File: config.mk
export PLATFORM = sky130hd
export DESIGN_NAME = gpdt_mul
export DESIGN_NICKNAME = d
export VERILOG_FILES = /design/src/rtl/assert_macros.svh /design/src/rtl/gpdt_pkg.sv /design/src/rtl/gpdt_mul.sv
export SDC_FILE = /design/constraint.sdc
export NUM_CORES = 2
export LEC_CHECK = 0
export ABC_AREA = 1
export BUFFER_PORTS_ARGS = -buffer_cell sky130_fd_sc_hd__buf_2
export CAP_MARGIN = 20
export CORE_MARGIN = 1
export CORE_UTILIZATION = 40
export CTS_CLUSTER_SIZE = 14
export DETAILED_ROUTE_END_ITERATION = 10
export PLACE_DENSITY = 0.6
export SKIP_LAST_GASP = 1
export SLEW_MARGIN = 20
export SYNTH_ARGS = -nofsm -noshare
export SYNTH_HDL_FRONTEND = slang
export SYNTH_SLANG_ARGS = --single-unit
export TNS_END_PERCENT = 5
File: constraint.sdc
create_clock -name clk -period 9.1 [get_ports clk]
set_input_delay 0.455 -clock clk [delete_from_list [all_inputs] [get_ports clk]]
set_output_delay 0.455 -clock clk [all_outputs]
set_load 0.01 [all_outputs]
File: src/rtl/assert_macros.svh
`ifndef ASSERT_MACROS_SVH
`define ASSERT_MACROS_SVH

// same-cycle implication, sampled on clk, off during rst
`define ASSERT_IMPLIES(lbl, ante, cons) \
  lbl: assert property (@(posedge clk) disable iff (rst) (ante) |-> (cons)) \
    else $error("same-cycle check failed");

// next-cycle implication, sampled on clk, off during rst
`define ASSERT_NEXT(lbl, ante, cons) \
  lbl: assert property (@(posedge clk) disable iff (rst) (ante) |=> (cons)) \
    else $error("next-cycle check failed");

`endif

File: src/rtl/gpdt_pkg.sv
`default_nettype none

package gpdt_pkg;

  localparam int ANGLE_BITS = 16;
  localparam int FRAC_BITS  = 12;
  localparam int TICK_BITS  = 12;
  localparam int POS_W      = 12;
  localparam int STEP_W     = 13;
  localparam int LIM_W      = 12;
  localparam int LIM_MAX    = 2048;
  localparam int ALPHA_W    = 17;
  localparam int ALPHA_ONE  = 65536;

  localparam int MUL_A_W    = 32;
  localparam int MUL_B_W    = 25;
  localparam int PROD_W     = MUL_A_W + MUL_B_W;
  localparam int FILT_W     = 32;
  localparam int SUM_W      = 56;
  localparam int TICK_SHIFT = ANGLE_BITS + 20 - TICK_BITS;

  localparam int CFG_IDX_W  = 3;
  localparam int CFG_DATA_W = 24;
  localparam int IN_W       = 56;
  localparam int OUT_W      = 56;

  typedef enum logic [CFG_IDX_W-1:0] {
    CFG_LPF_ALPHA        = 3'd0,
    CFG_HPF_ALPHA        = 3'd1,
    CFG_PROP_GAIN        = 3'd2,
    CFG_RATE_GAIN        = 3'd3,
    CFG_PITCH_STEP_LIMIT = 3'd4,
    CFG_YAW_STEP_LIMIT   = 3'd5,
    CFG_SLOW_YAW_FOLLOW  = 3'd6
  } cfg_index_t;

endpackage

`default_nettype wire

File: src/rtl/gpdt_mul.sv
`default_nettype none

module gpdt_mul (
  input  logic                                  clk,
  input  logic signed [gpdt_pkg::MUL_A_W-1:0]   a,
  input  logic signed [gpdt_pkg::MUL_B_W-1:0]   b,
  output logic signed [gpdt_pkg::PROD_W-1:0]    prod
);
  import gpdt_pkg::*;

  always_ff @(posedge clk) begin
    prod <= a * b;
  end

endmodule

`default_nettype wire

### Yosys cells after proc, flatten, opt, wreduce, memory -nomap -nowiden

Index checks and enable logic that the tools add are counted.

| word-level totals | value |
|---|---|
| output and inout port bits | 57 |
| register bits | 57 |

| operators by class | value |
|---|---|
| multiply operators | 1 |

Operators with widths:

| operator | count |
|---|---|
| $mul 32x25->57 | 1 |

### Logic depth before layout (Yosys ltp)

| depth | value |
|---|---|
| depth after elaboration | 1 |
| gate-level depth with buffers | 30 |
| mapped depth without buffers | 28 |

### Least setup slack after synthesis

Ideal clock, no wire load.

| timing | value |
|---|---|
| kind | input -> register |
| start | input a[31] in the netlist's numbering |
| end | register prod[56] in the netlist's numbering |
| arrival | 6.549 ns |
| stages on the path | 26 |
| data required time | 8.988 ns |
| setup slack | 2.439 ns |
| path buffers | 2 |
| cell sequence | clkbuf_1 -> clkbuf_1 -> nand2_1 -> inv_1 -> fa_1 -> fa_1 -> inv_1 -> fa_1 -> inv_1 -> fa_1 -> inv_1 -> fa_1 -> inv_1 -> fa_1 -> inv_1 -> fa_1 -> inv_1 -> ha_1 -> nand2_2 -> nor2_1 -> nand2_1 -> nor3_2 -> and2_1 -> nand2_1 -> nand3_1 -> nand2_1 |

| between the ends | value |
|---|---|
| cells in the longest elaborated chain, start to end | 1 |

Ends and longest elaborated chain:

| what | RTL line | RTL |
|---|---|---|
| start: declaration | gpdt_mul.sv:5 | `input logic signed [gpdt_pkg::MUL_A_W-1:0] a,` |
| $mul 32x25->57 | gpdt_mul.sv:12 | `prod <= a * b;` |
| end signal: assignment | gpdt_mul.sv:12 |  |
| end: declaration | gpdt_mul.sv:7 | `output logic signed [gpdt_pkg::PROD_W-1:0] prod` |

No other way between the ends.

### Final worst setup path

| timing | value |
|---|---|
| start | input b[1] in the netlist's numbering |
| end | register prod[56] in the netlist's numbering |

| between the ends | value |
|---|---|
| cells in the longest elaborated chain, start to end | 1 |

Ends and longest elaborated chain:

| what | RTL line | RTL |
|---|---|---|
| start: declaration | gpdt_mul.sv:6 | `input logic signed [gpdt_pkg::MUL_B_W-1:0] b,` |
| $mul 32x25->57 | gpdt_mul.sv:12 |  |

No other way between the ends.

==> results.tsv <==
metric	value	unit
synth-seq-area-share	0.03529	
cpLargestDelayFamily	adder cells	
worstSetupStartpointType	primary input	
rsz0062_at_grt	no	
ctsHoldBuffers	0	
top_register	prod	
nets	5313	
core_area	79520	um^2
post_synth.cell_area_avg	7.498	um^2
firstDrtPassIters	5	
viasPerCell	4.672	
min_path_type	primary input to register	
yosysWarningCount	0	
crit_type	primary input to register	
crit_fanout	32	
cts_buffer_depth	2	
cts.sinks	57	
syn_nets	5344	
area_growth	5.213	%
cts_tree	yes	
postCtsSetupBuffers	0	
critPathBufInv	8	
layout-drive-gt1-share	0.04340	
cts_buffers	9	
grt_antenna_before_repair	5	
netlist_area	32330	um^2
cts-root-buf	clkbuf_16	
synth.distinct_cells	28	
slowest_stage	fa_1	
grt_first_pass_wirelength	149000	um
period_needed	7049	ps
gp_congestion	0.9431	
final_cell_mix	1502 x inv_1, 1292 x nand2_1, 819 x fa_1	
die_w	286.3	um
hold_viol_final	0	
route.detailed.drc	0	
cts_repair_resize_count	0	
grt_use_total	0.2343	
ios	115	
dieArea	81970	um^2
grt_max_degree	33	
wl_per_cell	17.04	um
cp_slowest_stage_delay	660	ps
dpl.hpwl	74930	um
initial_core_util	0.4066	
synth_top_area_frac	0.5071	
reg.largest.list	prod x57	
yosys.area.top_type	fa_1	
largest_register_ffs	57	
htree_levels	3	
cp.required	9330	ps
ant_nets	0	
synthTopCellsByArea	fa_1 51%, inv_1 17%, nand2_1 15%	
end_kind	register	
wirelength	90960	um
tightestPinTransition	969.6	ps
final_common_cell	inv_1	
setup_viol	0	
final_max_slew_viol_count	0	
grt_overflow	0	
setup_tns	0	ps
cap_violations	0	
clk_pin_slew_worst_paths	60	ps
grt_pass1_vias	27490	
ys_ff_latch	57	
dieHeight	286.3	um
outcome	finished clean	
critPathArrivalTime	7280	ps
max-slew-margin-rel	0.3536	
min_period_over_period	0.7746	
vias	24940	
fp-row-count	103	
drtIter0Drc	1621	
synth_cells	4312	
clock.fmax	141.9	MHz
io_buffers	114	
## synthesized netlist by cell type
library cell / n
inv_1: 1502
nor4_1: 1
nand3_1: 48
ha_1: 155
inv_2: 3
or2_2: 7
nor2_4: 1
and2_0: 2
nand2_1: 1292
and2_1: 5
nand4_1: 21
fa_1: 819
nand2_2: 3
nor2_1: 109
clkbuf_1: 170
xor2_1: 29
o21bai_1: 6
a21oi_1: 32
and3b_1: 1
nor3_1: 9
o21ai_0: 5
nand3_2: 7
nor3_2: 5
buf_1: 1
a21boi_0: 2
xnor2_1: 5
nor2_2: 15
dfxtp_1: 57
## per-layer routing
metal / up-vias / share of wire / wire (um) / global-route usage
li1: 11550 / - / - / -
met5: - / 0.00023 / 21 / 0
met2: 692 / 0.51 / 46640 / 0.4299
met1: 12550 / 0.41 / 37180 / 0.2973
met3: 139 / 0.054 / 4885 / 0.02003
met4: 4 / 0.025 / 2233 / 0.05428
## cell families after synthesis
logic type	Yosys count	share of synthesized area
buffers and inverters	1676	0.1946
AND/OR/NAND/NOR	1526	0.1863
adder cells (fa/ha/maj)	974	0.5671
flip-flops	57	0.03529
AO/OA/AOI/OAI	45	0.007584
XOR/XNOR	34	0.009210
## stage by stage
stage	instances	util	setup slack (ps)	area, um^2	hold slack (ps)
final	5337	0.4278	2051	34020	755.7
after global routing	5336	0.4278	1559	34020	758.2
after CTS	5336	0.4278	2076	34020	745.1
after detailed placement	5320	0.4237	1733	33690	848.2
after global placement	5320	0.4237	1781	33690	848.6
after floorplan	4312	-	2439	32330	735.5
## cell type report
cell class / instances / area, um^2
inverter: 1505 / 5649
sequential: 57 / 1141
antenna: 1 / 2.502
tap: 1050 / 1314
fill: 8251 / 45500
timing repair buffer: 129 / 683.2
clock buffer: 9 / 225.2
multi-input combinational: 2579 / 24900
clock inverter: 7 / 102.6
## final timing paths
path,from,end,slack [ps],depth (start not counted)
hold / removal,b[0],prod[0],760,4
setup / recovery,b[1],prod[56],2050,25
Power is not shown: default switching activity piles up to over one toggle a cycle in this logic, so the estimate is an artifact.
